### config.mk
export PLATFORM = sky130hd
export DESIGN_NAME = lru_k_page_replacement_unit
export DESIGN_NICKNAME = d
export VERILOG_FILES = /design/src/lruk_pkg.sv /design/src/lruk_cell.sv /design/src/lru_k_page_replacement_unit.sv
export VERILOG_INCLUDE_DIRS = /design/src /design/src/src
export SDC_FILE = /design/constraint.sdc
export NUM_CORES = 1
export LEC_CHECK = 0
export BUFFER_PORTS_ARGS = -buffer_cell sky130_fd_sc_hd__buf_2
export CAP_MARGIN = 20
export CORE_UTILIZATION = 45
export CTS_CLUSTER_DIAMETER = 150
export DETAILED_ROUTE_END_ITERATION = 7
export HOLD_SLACK_MARGIN = 0.03
export PLACE_DENSITY = 0.72
export SLEW_MARGIN = 10
export SYNTH_ARGS = -nofsm -noshare
export SYNTH_HDL_FRONTEND = slang
export SYNTH_SLANG_ARGS = --single-unit
### constraint.sdc
create_clock -name clk_i -period 6.4 [get_ports clk_i]
set_input_delay 0.96 -clock clk_i [delete_from_list [all_inputs] [get_ports clk_i]]
set_output_delay 0.96 -clock clk_i [all_outputs]
set_load 0.05 [all_outputs]
### src/assert_macros.svh
// Assertion helpers used by the top-level RTL file.
`ifndef ASSERT_MACROS_SVH
`define ASSERT_MACROS_SVH

// Checks a property on every rising clock edge while reset is released.
`define ASSERT_ALWAYS(name, clk, rst_n, prop, msg) \
  name: assert property (@(posedge clk) disable iff (!rst_n) (prop)) \
    else $error(msg);

// Checks that the consequent holds in the cycle the antecedent holds.
`define ASSERT_IMPLIES(name, clk, rst_n, ante, cons, msg) \
  name: assert property (@(posedge clk) disable iff (!rst_n) (ante) |-> (cons)) \
    else $error(msg);

`endif

### src/lruk_pkg.sv
`default_nettype none

package lruk_pkg;

  localparam int PAGE_ID_W   = 16;
  localparam int FAULT_W     = 32;
  localparam int CFG_W       = 5;
  localparam int KTH_W       = 4;
  localparam int CFG_ADDR_W  = 1;
  localparam int IN_TDATA_W  = 16;
  localparam int OUT_FIELD_W = 3 + PAGE_ID_W + FAULT_W;
  localparam int OUT_TDATA_W = ((OUT_FIELD_W + 7) / 8) * 8;
  localparam int OUT_PAD_W   = OUT_TDATA_W - OUT_FIELD_W;

  localparam logic [CFG_ADDR_W-1:0] CFG_FRAME_LIMIT = 1'b0;
  localparam logic [CFG_ADDR_W-1:0] CFG_K_THRESHOLD = 1'b1;

  localparam logic [CFG_W-1:0] FRAME_LIMIT_RST = 5'd16;
  localparam logic [KTH_W-1:0] K_THRESHOLD_RST = 4'd2;

  // Per-cell control from the top level.
  typedef struct packed {
    logic upd;  // chain update cycle
    logic rem;  // this cell holds the entry that leaves its place
  } lruk_cell_ctrl_t;

  // Per-cell status back to the top level.
  typedef struct packed {
    logic valid;
    logic hot;
    logic match;
    logic last_cold;
  } lruk_cell_stat_t;

endpackage

`default_nettype wire

### src/lruk_cell.sv
`default_nettype none

// One position of the recency chain. Position 0 is the most recent page.
module lruk_cell #(
  parameter int PAGE_WIDTH = 16,
  parameter int REF_W      = 4
) (
  input  logic                     clk_i,
  input  logic                     rst_ni,
  input  lruk_pkg::lruk_cell_ctrl_t ctrl_i,
  input  logic [PAGE_WIDTH-1:0]    cmp_page_i,
  input  logic                     prev_valid_i,
  input  logic                     prev_hot_i,
  input  logic [REF_W-1:0]         prev_refs_i,
  input  logic [PAGE_WIDTH-1:0]    prev_page_i,
  input  logic                     shift_in_i,
  input  logic                     cold_after_i,
  output logic [REF_W-1:0]         refs_o,
  output logic [PAGE_WIDTH-1:0]    page_o,
  output logic                     shift_o,
  output logic                     cold_o,
  output lruk_pkg::lruk_cell_stat_t stat_o
);
  import lruk_pkg::*;

  logic                  valid_q, valid_d;
  logic                  hot_q, hot_d;
  logic [REF_W-1:0]      refs_q, refs_d;
  logic [PAGE_WIDTH-1:0] page_q, page_d;
  logic                  load;
  logic                  cold_here;
  lruk_cell_stat_t       stat;

  // A cell takes its neighbor's entry when the removed position is here or further back.
  assign shift_o   = ctrl_i.rem | shift_in_i;
  assign load      = ctrl_i.upd & shift_o;
  assign cold_here = valid_q & ~hot_q;
  assign cold_o    = cold_here | cold_after_i;

  always_comb begin
    valid_d = valid_q;
    hot_d   = hot_q;
    refs_d  = refs_q;
    page_d  = page_q;
    if (load) begin
      valid_d = prev_valid_i;
      hot_d   = prev_hot_i;
      refs_d  = prev_refs_i;
      page_d  = prev_page_i;
    end
  end

  always_ff @(posedge clk_i or negedge rst_ni) begin
    if (!rst_ni) begin
      valid_q <= 1'b0;
    end else begin
      valid_q <= valid_d;
    end
  end

  always_ff @(posedge clk_i) begin
    hot_q  <= hot_d;
    refs_q <= refs_d;
    page_q <= page_d;
  end

  always_comb begin
    stat.valid     = valid_q;
    stat.hot       = hot_q;
    stat.match     = valid_q & (page_q == cmp_page_i);
    stat.last_cold = cold_here & ~cold_after_i;
  end

  assign stat_o = stat;
  assign refs_o = refs_q;
  assign page_o = page_q;

endmodule

`default_nettype wire

### src/lru_k_page_replacement_unit.sv
// A result is registered at the chain update, once the result register is free.
// A new page request is taken only while idle: its match across the cell chain
//   is captured on accept, and the chain shift that reorders it follows.
// Reset: asynchronous, active low; the store comes up empty, the fault total is
//   zero, frame_limit is 16 and k_threshold is 2. No clearing pass is needed.
`default_nettype none
`include "assert_macros.svh"

module lru_k_page_replacement_unit #(
  parameter int FRAME_SLOTS = 16,
  parameter int PAGE_WIDTH  = 16,
  parameter int REF_LIMIT   = 15
) (
  input  logic                                 clk_i,
  input  logic                                 rst_ni,
  // Configuration write port.
  input  logic                                 cfg_we_i,
  input  logic [lruk_pkg::CFG_ADDR_W-1:0]      cfg_addr_i,
  input  logic [lruk_pkg::CFG_W-1:0]           cfg_wdata_i,
  // Page request stream.
  input  logic                                 s_axis_tvalid,
  output logic                                 s_axis_tready,
  input  logic [lruk_pkg::IN_TDATA_W-1:0]      s_axis_tdata,   // [15:0] page_id
  // Result stream.
  output logic                                 m_axis_tvalid,
  input  logic                                 m_axis_tready,
  // [0] hit, [1] evicted_valid, [17:2] evicted_page, [18] now_hot,
  // [50:19] fault_count, [55:51] zero
  output logic [lruk_pkg::OUT_TDATA_W-1:0]     m_axis_tdata
);
  import lruk_pkg::*;

  localparam int OCC_W = $clog2(FRAME_SLOTS + 1);
  localparam int REF_W = (REF_LIMIT > 1) ? $clog2(REF_LIMIT + 1) : 1;
  localparam int CMP_W = (REF_W > KTH_W) ? REF_W : KTH_W;

  localparam logic ST_IDLE = 1'b0;
  localparam logic ST_UPD  = 1'b1;

  // Sequencer: a request is matched against the chain at its accept edge and
  // the chain is reordered in the update state, once the result register is free.
  logic state_q, state_d;
  logic accept;
  logic go;

  logic [CFG_W-1:0] frame_limit_q, frame_limit_d;
  logic [KTH_W-1:0] k_q, k_d;

  logic [PAGE_WIDTH-1:0]  page_in;
  logic [PAGE_WIDTH-1:0]  page_q, page_d;
  logic [FRAME_SLOTS-1:0] match_q, match_d;
  logic [OCC_W-1:0]       occ_q, occ_d;
  logic [FAULT_W-1:0]     fault_q, fault_d;

  logic                   out_valid_q, out_valid_d;
  logic                   out_hit_q, out_hit_d;
  logic                   out_ev_valid_q, out_ev_valid_d;
  logic [PAGE_ID_W-1:0]   out_ev_page_q, out_ev_page_d;
  logic                   out_hot_q, out_hot_d;

  // Chain views.
  logic [FRAME_SLOTS-1:0] v_valid, v_hot, v_match, v_last_cold;
  logic [FRAME_SLOTS-1:0] v_shift, v_cold, v_rem, v_victim;
  logic [FRAME_SLOTS-1:0] v_last_valid, v_first_free;
  logic [REF_W-1:0]       c_refs [FRAME_SLOTS];
  logic [PAGE_WIDTH-1:0]  c_page [FRAME_SLOTS];
  lruk_cell_stat_t        c_stat [FRAME_SLOTS];
  lruk_cell_ctrl_t        c_ctrl [FRAME_SLOTS];

  // Derived request values.
  logic                   hit;
  logic                   evict;
  logic [OCC_W-1:0]       limit;
  logic [KTH_W-1:0]       keff;
  logic [CMP_W-1:0]       keff_c, cap_c, refs_c, refs_new_c;
  logic [REF_W-1:0]       hit_refs;
  logic [PAGE_WIDTH-1:0]  ev_page;
  logic                   hit_hot;
  logic                   head_hot;
  logic [REF_W-1:0]       head_refs;

  assign page_in       = PAGE_WIDTH'(s_axis_tdata[PAGE_ID_W-1:0]);
  assign s_axis_tready = (state_q == ST_IDLE);
  assign accept        = s_axis_tvalid & s_axis_tready;
  assign go            = (state_q == ST_UPD) & (~out_valid_q | m_axis_tready);

  // Configuration registers; writes are to arrive only while the unit is idle, which the block does not enforce.
  always_comb begin
    frame_limit_d = frame_limit_q;
    k_d           = k_q;
    if (cfg_we_i) begin
      unique case (cfg_addr_i)
        CFG_FRAME_LIMIT: frame_limit_d = cfg_wdata_i;
        CFG_K_THRESHOLD: k_d           = cfg_wdata_i[KTH_W-1:0];
      endcase
    end
  end

  // A zero limit acts as one frame, and a limit above the slot count saturates.
  always_comb begin
    if (frame_limit_q == '0) begin
      limit = OCC_W'(1);
    end else if (32'(frame_limit_q) > FRAME_SLOTS) begin
      limit = OCC_W'(FRAME_SLOTS);
    end else begin
      limit = OCC_W'(frame_limit_q);
    end
  end

  // A zero threshold acts as one; counts saturate at the smaller of K and REF_LIMIT.
  assign keff   = (k_q == '0) ? KTH_W'(1) : k_q;
  assign keff_c = CMP_W'(keff);
  assign cap_c  = (keff_c < CMP_W'(REF_LIMIT)) ? keff_c : CMP_W'(REF_LIMIT);

  // The chain keeps one recency order for all resident pages, each marked hot
  // or cold. Each class's own order is the chain order restricted to that class,
  // so the least recent cold page is the last cold cell, and when no cold page
  // is resident the least recent hot page is simply the last valid cell.
  for (genvar g = 0; g < FRAME_SLOTS; g++) begin : g_cell
    logic                  prev_valid;
    logic                  prev_hot;
    logic [REF_W-1:0]      prev_refs;
    logic [PAGE_WIDTH-1:0] prev_page;
    logic                  shift_in;
    logic                  cold_after;

    if (g == 0) begin : g_head
      assign prev_valid      = 1'b1;
      assign prev_hot        = head_hot;
      assign prev_refs       = head_refs;
      assign prev_page       = page_q;
      assign v_first_free[g] = ~v_valid[g];
    end else begin : g_body
      assign prev_valid      = v_valid[g-1];
      assign prev_hot        = v_hot[g-1];
      assign prev_refs       = c_refs[g-1];
      assign prev_page       = c_page[g-1];
      assign v_first_free[g] = ~v_valid[g] & v_valid[g-1];
    end

    if (g == FRAME_SLOTS - 1) begin : g_tail
      assign shift_in        = 1'b0;
      assign cold_after      = 1'b0;
      assign v_last_valid[g] = v_valid[g];
    end else begin : g_inner
      assign shift_in        = v_shift[g+1];
      assign cold_after      = v_cold[g+1];
      assign v_last_valid[g] = v_valid[g] & ~v_valid[g+1];
    end

    assign c_ctrl[g].upd = go;
    assign c_ctrl[g].rem = v_rem[g];

    lruk_cell #(
      .PAGE_WIDTH(PAGE_WIDTH),
      .REF_W     (REF_W)
    ) u_cell (
      .clk_i       (clk_i),
      .rst_ni      (rst_ni),
      .ctrl_i      (c_ctrl[g]),
      .cmp_page_i  (page_in),
      .prev_valid_i(prev_valid),
      .prev_hot_i  (prev_hot),
      .prev_refs_i (prev_refs),
      .prev_page_i (prev_page),
      .shift_in_i  (shift_in),
      .cold_after_i(cold_after),
      .refs_o      (c_refs[g]),
      .page_o      (c_page[g]),
      .shift_o     (v_shift[g]),
      .cold_o      (v_cold[g]),
      .stat_o      (c_stat[g])
    );

    assign v_valid[g]     = c_stat[g].valid;
    assign v_hot[g]       = c_stat[g].hot;
    assign v_match[g]     = c_stat[g].match;
    assign v_last_cold[g] = c_stat[g].last_cold;
  end

  assign hit      = |match_q;
  assign evict    = ~hit & (occ_q >= limit);
  assign v_victim = v_cold[0] ? v_last_cold : v_last_valid;

  // The removed position: the hit page, the victim, or the first free cell.
  // Every cell from the head down to it shifts back by one.
  assign v_rem = hit ? match_q : (evict ? v_victim : v_first_free);

  always_comb begin
    hit_refs = '0;
    ev_page  = '0;
    for (int i = 0; i < FRAME_SLOTS; i++) begin
      hit_refs = hit_refs | (c_refs[i] & {REF_W{match_q[i]}});
      ev_page  = ev_page | (c_page[i] & {PAGE_WIDTH{v_victim[i]}});
    end
  end

  assign refs_c     = CMP_W'(hit_refs);
  assign refs_new_c = (refs_c < cap_c) ? refs_c + CMP_W'(1) : refs_c;
  assign hit_hot    = (refs_new_c >= keff_c);

  // A new page enters with one reference, hot only when K is zero or one.
  assign head_hot  = hit ? hit_hot : (keff == KTH_W'(1));
  assign head_refs = hit ? REF_W'(refs_new_c) : REF_W'(1);

  always_comb begin
    state_d        = state_q;
    page_d         = page_q;
    match_d        = match_q;
    occ_d          = occ_q;
    fault_d        = fault_q;
    out_valid_d    = out_valid_q & ~m_axis_tready;
    out_hit_d      = out_hit_q;
    out_ev_valid_d = out_ev_valid_q;
    out_ev_page_d  = out_ev_page_q;
    out_hot_d      = out_hot_q;

    unique case (state_q)
      ST_IDLE: begin
        if (accept) begin
          page_d  = page_in;
          match_d = v_match;
          state_d = ST_UPD;
        end
      end
      ST_UPD: begin
        if (go) begin
          state_d        = ST_IDLE;
          out_valid_d    = 1'b1;
          out_hit_d      = hit;
          out_ev_valid_d = evict;
          out_ev_page_d  = evict ? PAGE_ID_W'(ev_page) : '0;
          out_hot_d      = head_hot;
          if (!hit) begin
            fault_d = fault_q + FAULT_W'(1);
            if (!evict) begin
              occ_d = occ_q + OCC_W'(1);
            end
          end
        end
      end
    endcase
  end

  always_ff @(posedge clk_i or negedge rst_ni) begin
    if (!rst_ni) begin
      state_q       <= ST_IDLE;
      frame_limit_q <= FRAME_LIMIT_RST;
      k_q           <= K_THRESHOLD_RST;
      occ_q         <= '0;
      fault_q       <= '0;
      out_valid_q   <= 1'b0;
      match_q       <= '0;
    end else begin
      state_q       <= state_d;
      frame_limit_q <= frame_limit_d;
      k_q           <= k_d;
      occ_q         <= occ_d;
      fault_q       <= fault_d;
      out_valid_q   <= out_valid_d;
      match_q       <= match_d;
    end
  end

  always_ff @(posedge clk_i) begin
    page_q         <= page_d;
    out_hit_q      <= out_hit_d;
    out_ev_valid_q <= out_ev_valid_d;
    out_ev_page_q  <= out_ev_page_d;
    out_hot_q      <= out_hot_d;
  end

  // The fault total only moves when a result is loaded, so it is shown directly.
  assign m_axis_tvalid = out_valid_q;
  assign m_axis_tdata  = {{OUT_PAD_W{1'b0}}, fault_q, out_hot_q, out_ev_page_q,
                          out_ev_valid_q, out_hit_q};

  // The occupancy counter tracks the number of valid cells.
  `ASSERT_ALWAYS(a_occ_count, clk_i, rst_ni, 32'(occ_q) == $countones(v_valid),
                 "occupancy counter disagrees with chain")
  // Valid cells stay packed toward the head of the chain.
  `ASSERT_ALWAYS(a_packed, clk_i, rst_ni, (v_valid & (v_valid + FRAME_SLOTS'(1))) == '0,
                 "hole in the recency chain")
  // A page is resident in at most one cell.
  `ASSERT_ALWAYS(a_match_unique, clk_i, rst_ni, $onehot0(match_q),
                 "page matched in more than one cell")
  // Exactly one position leaves the chain on each update.
  `ASSERT_IMPLIES(a_rem_onehot, clk_i, rst_ni, state_q == ST_UPD, $onehot(v_rem),
                  "chain removal position is not unique")

endmodule

`default_nettype wire
[Yosys cells after proc, flatten, opt, wreduce, memory -nomap -nowiden]
Index checks and enable logic that the tools add are counted.
Widths: inputs -> output; s select.
Word-level totals
  word-level logic and storage cells: 352
  register bits: 451
  input bits: 27
Operators by class
  add/sub/neg operators: 3
  $lt $le $gt $ge: 5
  bitwise logic cells: 228
  muxes and demuxes: 14
  reductions and logical operators: 9
  equality and inequality tests: 17
Operators by type and width (number)
  $and 16x16->16: 16
  $eq 16x16->1: 16
  $or 16x16->16: 15
  $and 1x1->1: 82
  $and 4x4->4: 16
  $or 4x4->4: 15
  $not 1->1: 53
  $mux 16: 3
  $add 32x1->32 const B: 1
  $or 1x1->1: 31
  $reduce_or 16->1: 1
  $mux 4: 3
  $mux 5: 2
  $reduce_and 2->1: 4
  $add 5x1->5 const B: 1
  $ge 5x5->1: 1
  $gt 5x5->1 const B: 1
  $logic_not 5->1: 1
  $mux 1: 5
  $add 4x1->4 const B: 1
  $eq 4x1->1 const B: 1
  $ge 4x4->1: 1
  $logic_not 4->1: 1
  $lt 4x4->1: 1
  4 further kinds: 4

[Depth between registers and ports, before layout]
Gate-level depths: netlist (run 1).
  depth in word-level cells: 37
  depth in mapped cells: 17
  gate-level depth less buffers: 16

[Hierarchy]
Synthesis (run 1) repeated with hierarchy kept, for this count alone.
Unflattened totals
  cell total of the unflattened synthesis: 1452
  area, all modules: 20932.6 um^2
By module, submodules not included
  lruk_cell: cells each 52, area an instance 894.6 um^2, times used 16
  lru_k_page_replacement_unit: cells each 620, area an instance 6618.8 um^2, times used 1

[Worst setup path before layout (run 1)]
Ideal clock, no wire load.
  path kind: input port to flip-flop
  start: input port m_axis_tready
  end: register g_cell[0].u_cell.hot_q, enable pin
  arrival: 4.033 ns
  required time: 6.095 ns
  cell stages on the path: 11
  path buffers: 2
  slack: 2.061 ns
  path through: nand2b_1 nand2_1 inv_1 clkbuf_1 nand2_1 o41ai_1 a311o_2 buf_6 nor2_1 nand4_1 or2_2
On the way
  cells in the longest elaborated chain, start to end: 3
RTL lines
  start, declared: line lru_k_page_replacement_unit.sv:26  | input logic m_axis_tready,
  $or 1x1->1: line lru_k_page_replacement_unit.sv:85  | assign go = (state_q == ST_UPD) & (~out_valid_q | m_axis_tready);
  $and 1x1->1: line lru_k_page_replacement_unit.sv:85
  $and 1x1->1: line lruk_cell.sv:36  | assign load = ctrl_i.upd & shift_o;
  via g_cell[0].u_cell.load: line lruk_cell.sv:30  | logic load;
  end signal, assigned: line lruk_cell.sv:62  | hot_q <= hot_d;
  end, declared: line lruk_cell.sv:27  | logic hot_q, hot_d;
The timed path passes the listed nets, and every way through them passes these cells.
A chain may end at the register's enable or synchronous reset.

[Final worst setup path (run 1)]
  start: register match_q[13]
  end: register g_cell[2].u_cell.valid_q
On the way
  cells in the longest elaborated chain, start to end: 19
RTL lines
  start, declared: line lru_k_page_replacement_unit.sv:51  | logic [FRAME_SLOTS-1:0] match_q, match_d;
  start signal, assigned: line lru_k_page_replacement_unit.sv:261  | match_q <= match_d;
  $reduce_or 16->1: line lru_k_page_replacement_unit.sv:181  | assign hit = |match_q;
  $not 1->1 (no source line)
  $and 1x1->1: line lru_k_page_replacement_unit.sv:182  | assign evict = ~hit & (occ_q >= limit);
  $mux 16: line lru_k_page_replacement_unit.sv:187  | assign v_rem = hit ? match_q : (evict ? v_victim : v_first_free);
  $mux 16 *: line lru_k_page_replacement_unit.sv:187
  $or 1x1->1 (12 in a row): line lruk_cell.sv:35  | assign shift_o = ctrl_i.rem | shift_in_i;
  $or 1x1->1 *: line lruk_cell.sv:35
  $and 1x1->1 *: line lruk_cell.sv:36
  via g_cell[2].u_cell.load: line lruk_cell.sv:30
  end signal, assigned: line lruk_cell.sv:57  | valid_q <= valid_d;
  end, declared: line lruk_cell.sv:26  | logic valid_q, valid_d;
The timed path passes the listed nets; every way through them passes the cells marked *.

==> results.md, run 1 <==
- Avg Vias per Cell: roughly 6.2
- CP max stage delay: 0.89 ns
- Worst Max-Slew Pin Slew: 1.155 ns
- Critical Path Start: match_q[13]
- CP Class: register to register
- Full die area: about 46000 µm²
- Fillers: around 3700
- Number of synthesized flops with an enable pin: 371
- Largest net degree at the start of global routing: 61
- Max Clock Freq: 200.6 MHz
- Crit-path max FO: 28
- Global placer's final weighted congestion: 1.033
- Worst path cell trace: nor4_1, and4_1, inv_2, a311o_1, o41ai_1, a311o_2, nor2_1, nand3_1, mux2_2
- Antenna violations before repair: 1
- Tot GR Track Use: 0.2409
- WHS: 0.2574 ns
- DRT iter0 DRCs: ~2000
- Power Dens Cells: 594.4 nW/µm²
- P&R area growth vs syn: 12.36%
- CTS Hold Buffers Added: 0
- DRC: 0
- Most frequent cell after synthesis: edfxtp_1
- Setup crit end kind: register
- Crit start category: register
- I/O Pins: 85
- Overflow after GRT: 0
- Max VDD drop: 0.3420 mV
- FP Rows: 77
- Sequential fraction of the synthesis area: 0.6404
- Drt wl/cell: about 26 µm
- Cts bufs inserted: 48
- Post-CTS Resized: 0
- Worst min path class: input pin to asynchronous set/reset pin
- Max-cap violations: 0
- Cells after synthesis: 1483
- Total negative setup slack: 0 ns
- Critical path required time: 6.85 ns
- Vias: approximately 14000
- Crit path arrival time: around 5.4 ns
- Crit Reg-Reg Startpoint: match_q[13]
- CP bufs+invs: 1
- First drt pass iteration count: 8
- Fin area: 23060 µm²
- Starting density of the core: 0.4602
- RSZ-0062 raised after global routing: false
- Number of global-route vias before repair: 12990
- Die W: ~220 µm
- Cell family with most CP delay: simple AND/OR/NAND/NOR gates
- Nets@finish: 1596
- Worst path slowest cell: nand3_1
- Hold Vio Cnt, Final: 0
- Largest area contributor in the netlist: edfxtp_1
- Setup bufs post-CTS: 0
- Mapped cell area: roughly 20000 µm²
- Synth warn: 0
- Tmin final: 4.984 ns
- Antenna Nets Post-Route: 0
- Period utilization: 0.7788
- Layout cell share with drive strength beyond 1: 0.1381
- Synth cell count leaders: 371 x edfxtp_1, 182 x xnor2_1, 113 x xor2_1
- CTS Sinks: between 400 and 500
- Dominant synthesized flop cell: edfxtp_1
- Latest clock arrival within the worst-skew pair: 0.58 ns
- Static leakage: 0.008114 µW
- Slew headroom: 0.2281
- Finished Core Util: 0.5171
- Post-synth ARST share: 0.1774
- CTS Root Cell: clkbuf_16
- Yosys reg bits: 451
- Core area: 44610 µm²
- Detailed Route WL: 56060 µm
- Syn Area/Cell: 13.84 µm²
- First-pass GRT wire length: 83290 µm
- Port bufs: 79
- H-tree levels: 2
- Slew Viols, Final: 0
- Status: finished, final reports clean
- Clk buf depth: 3
- Hpwl dp: a little over 40000 µm
- Endpoints failing setup: 0
- Largest cells by area after synthesis: edfxtp_1 54%, dfrtp_1 9.5%, xnor2_1 7.8%, xor2_1 4.8%, a22oi_1 2.2%
- Die Height: 215.6 µm
- Synth cell types: 73
- Post-DP Area: between 20000 and 25000 µm²
- Worst-path clk slew: 0.06 ns
- Final clock skew: 0.01946 ns
- CTS tree: built
- Yosys top cell area share: 0.5427
-- metal layers --
layer,wire length (µm),vias to the layer above,GRT usage
met5,0,-,0
met4,1693,0,0.08416
met3,6676,101,0.05398
met2,25020,883,0.3615
met1,22670,6705,0.3438
li1,-,5833,-
-- placed cells by master (no fill, tap or decap), types with 33 or more instances in the layout --
cell and n:
a22o_1 33, a22oi_1 60, buf_2 78, clkbuf_16 52
dfrtp_1 78, edfxtp_1 371, nand2_1 57, nand3_1 39
nand4_1 64, nor2_1 41, xnor2_1 182, xor2_1 113
-- cells by family (layout without fill, tap and decap cells) --
kind of cell             Yosys count  after routing  synth area share
AND/OR/NAND/NOR                  325            325           0.08534
buffers and inverters            108            214           0.02255
multiplexers                      25             25           0.01378
AO/OA/AOI/OAI                    263            263            0.1028
flip-flops                       451            451            0.6404
XOR/XNOR                         295            295            0.1259
adder cells (fa/ha/maj)           15             15          0.009143
other                              1              6         0.0001827
-- registers in the layout (all words and copies together), names as in the netlist --
| register | cells |
|---|---|
| state_q | 1 |
| out_hit_q | 1 |
| m_axis_tvalid | 1 |
| g_cell.u_cell.hot_q | 16 |
| out_ev_page_q | 16 |
| g_cell.prev_page | 16 |
| out_hot_q | 1 |
| g_cell.u_cell.page_o | 256 |
| occ_q | 5 |
| frame_limit_q | 5 |
| out_ev_valid_q | 1 |
| g_cell.u_cell.refs_o | 64 |
| g_cell.u_cell.valid_q | 16 |
| match_q | 16 |
| fault_q | 32 |
| k_q | 4 |
-- metrics by stage --
stage	std cells	setup WS, ns	power [µW]
after CTS	2183	1.562	13660
after global placement	2094	1.668	10780
after global routing	2185	1.226	14250
after floorplan	1487	2.062	9248
final	2186	1.416	13710
after detailed placement	2094	1.593	10920
-- area by class of cell --
cell class / instances / area [µm²] / area share
Sequential cell: 451 / 13150 / 0.5699
Multi-Input combinational cell: 928 / 6955 / 0.3016
Clock buffer: 68 / 1411 / 0.06119
Tap cell: 592 / 740.7 / 0.03211
Timing Repair Buffer: 101 / 580.6 / 0.02517
Clock inverter: 21 / 138.9 / 0.006021
Inverter: 24 / 90.09 / 0.003906
Antenna cell: 1 / 2.502 / 0.0001085
-- worst reg2reg max path, delay by kind of cell (launching register included) --
kind                   cells  cell delay [ns]
and+or+nand+nor            4             1.96
AOI/OAI and AO/OA          3             1.70
muxes                      1             0.43
buffers and inverters      1             0.25
DFF                        1             0.51
-- final timing paths --
check / endpoint / slack [ns] / cells past startpoint
worst max-delay path: g_cell[2].u_cell.valid_q / 1.42 / 9
worst min-delay path: fault_q[14] / 0.26 / 1
worst max register to register: g_cell[2].u_cell.valid_q / 1.42 / 9
worst min register to register: g_cell[0].u_cell.page_o[2] / 0.42 / 0
max in group asynchronous: g_cell[2].u_cell.valid_q / 5.05 / 2
min in group clk_i: g_cell[0].u_cell.page_o[2] / 0.42 / 0
-- where the power goes --
group          internal, µW  total [µW]  switching, µW
sequential             5540        6780           1240
clock                  1580        2720           1140
combinational          1260        4210           2940
Note: power is estimated with default switching activity, not from simulation.
==> inputs of run 2 (changes only) <==
- clock period: 6.4 -> 4.6 ns (I/O delays scaled with it)
==> run 2 against run 1 <==
Compared with the run above:
- the flow now finishes with violations (design-rule violations)
- sequential power increased by 39%
- worst hold slack got worse by 0.12 ns
- flip-flop and latch count unchanged
- critical path depth increased by 3
- wire length increased by 4.2%
- fmax increased by 22%
- clock skew increased by 0.0098 ns
- clock power increased by 45%
- highest routed layer is now met5
- largest power group unchanged
- setup slack got worse by 0.89 ns
==> results.md, run 2 (synthesis results as in run 1) <==
- Setup bufs post-CTS: 0
- Avg Vias per Cell: around 6.2
- Antenna Nets Post-Route: 0
- Drt wl/cell: between 20 and 30 µm
- Switching Fraction: 0.3905
- FP Rows: 77
- Sw power: between 7000 and 8000 µW
- CTS Hold Buffers Added: 0
- Worst Max-Slew Pin Slew: 1.028 ns
- Fillers: 3706
- Crit path arrival time: roughly 4.4 ns
- Latest clock arrival within the worst-skew pair: 0.63 ns
- Layout cell share with drive strength beyond 1: 0.1431
- Die W: 215.6 µm
- RSZ-0062 raised after global routing: false
- Detailed Route WL: 58400 µm
- Max-cap violations: 0
- Static leakage: 0.008221 µW
- Clk pwr share: 0.202
- Tot GR Track Use: 0.2507
- Status: complete, but fails checks
- Power Dens Cells: between 800 and 900 nW/µm²
- Diode count: 0
- Core area: around 45000 µm²
- Max VDD drop: 0.3838 mV
- Overflow after GRT: 0
- Post-CTS Resized: 0
- First drt pass iteration count: 8
- Critical path required time: 4.96 ns
- Antenna violations before repair: 3
- Starting density of the core: 0.4602
- CP Class: register to register
- Port bufs: 79
- Period utilization: 0.8851
- Commonest non-fill, non-tap cells in the layout: 371 x edfxtp_1, 182 x xnor2_1, 113 x xor2_1
- Slew Viols, Final: 0
- Internal power: 11930 µW
- WHS: 0.1419 ns
- Crit-path max FO: 16
- Cts bufs inserted: 50
- Largest net degree at the start of global routing: 53
- Crit start category: register
- Vias: about 14000
- CTS Root Cell: clkbuf_16
- CTS Sinks: 451
- DRT iter0 DRCs: 2059
- Worst min path class: input pin to asynchronous set/reset pin
- CTS tree: built
- Tmin final: 4.072 ns
- Failing checks: design-rule violations
- Clk buf depth: 3
- Worst path slowest cell: nand4_1
- Full die area: 46470 µm²
- Final clock skew: 0.02926 ns
- Combinational share of power: 0.316
- CP max stage delay: 0.49 ns
- P&R area growth vs syn: 13.31%
- Largest register FFs: 256
- Slew headroom: 0.3148
- Share of power burned in registers: 0.482
- Total negative setup slack: 0 ns
- DRC: 5
- Most common cell on crit path: nand2_1
- I/O Pins: 85
- Die Height: approximately 220 µm
- Max Clock Freq: 245.6 MHz
- First-pass GRT wire length: between 80000 and 90000 µm
- Hold Vio Cnt, Final: 0
- Number of global-route vias before repair: around 13000
- H-tree levels: 2
- Most common cell after layout, fill and taps aside: edfxtp_1
- Worst path cell trace: inv_1, nand2_1, ha_1, nand2_1, o21ai_0, a31oi_1, a311o_1, a211oi_1, a41o_1, nor4b_4, nand4_1, buf_12
- Nets@finish: 1615
- Hpwl dp: between 40000 and 50000 µm
- Endpoints failing setup: 0
- Global placer's final weighted congestion: approximately 0.92
- Setup crit end kind: register
- Worst-path clk slew: approximately 0.060 ns
## run 2: power by group through the flow
stage	Combinational (µW)	Sequential, µW	Clock, µW
2_1_floorplan	3750	9120	0
3_3_place_gp	6000	9340	0
3_5_place_dp	6120	9420	0
4_1_cts	6160	9360	3990
5_1_grt	6550	9590	4160
6_report	6190	9440	3950
## run 2: final timing paths
path | from | to | slack [ns] | cells past startpoint
worst max-delay path | frame_limit_q[4] | g_cell[3].u_cell.page_o[3] | 0.53 | 12
worst min-delay path | rst_ni | fault_q[14] | 0.14 | 1
worst max register to register | frame_limit_q[4] | g_cell[3].u_cell.page_o[3] | 0.53 | 12
worst min register to register | g_cell[0].prev_page[9] | g_cell[0].u_cell.page_o[9] | 0.42 | 0
max in group asynchronous | rst_ni | frame_limit_q[4] | 3.45 | 2
min in group clk_i | s_axis_tvalid | state_q | 0.34 | 3
## run 2: routing by layer
layer / track usage / part of all wire / vias to the layer above / wire (µm)
met2: 0.3667 / 0.44 / 817 / 25460
met5: 0 / 0.00017 / - / 10
met4: 0.07920 / 0.028 / 2 / 1662
met1: 0.3613 / 0.42 / 6835 / 24480
met3: 0.06892 / 0.12 / 114 / 6794
li1: - / - / 5868 / -
## run 2: worst max-delay path: cells and delay by family (launching register included)
kind	cells	cell delay, ns
and+or+nand+nor	4	1.01
AOI/OAI and AO/OA	5	1.66
adders and majority gates	1	0.30
buffers and inverters	2	0.46
DFF	1	0.37
## run 2: area by class of cell
class	instances	area [µm²]	share of cell area
clock buffers	58	1291	0.05551
repair buffers	118	740.7	0.03185
inverters	24	90.09	0.003873
clock inverters	35	302.8	0.01302
well taps	592	740.7	0.03185
flip-flops and latches	451	13150	0.5651
multi-input cells	928	6949	0.2988
## run 2: metrics by stage
step	util	total power (µW)	worst slack, ns	std cells	area (µm²)
2_1_floorplan	-	12870	0.5315	1487	20540
3_3_place_gp	0.4857	15340	0.6699	2113	21670
3_5_place_dp	0.4857	15540	0.5891	2113	21670
4_1_cts	0.5214	19510	0.5882	2206	23260
5_1_grt	0.5214	20300	0.3665	2206	23260
6_report	0.5214	19580	0.5284	2206	23260
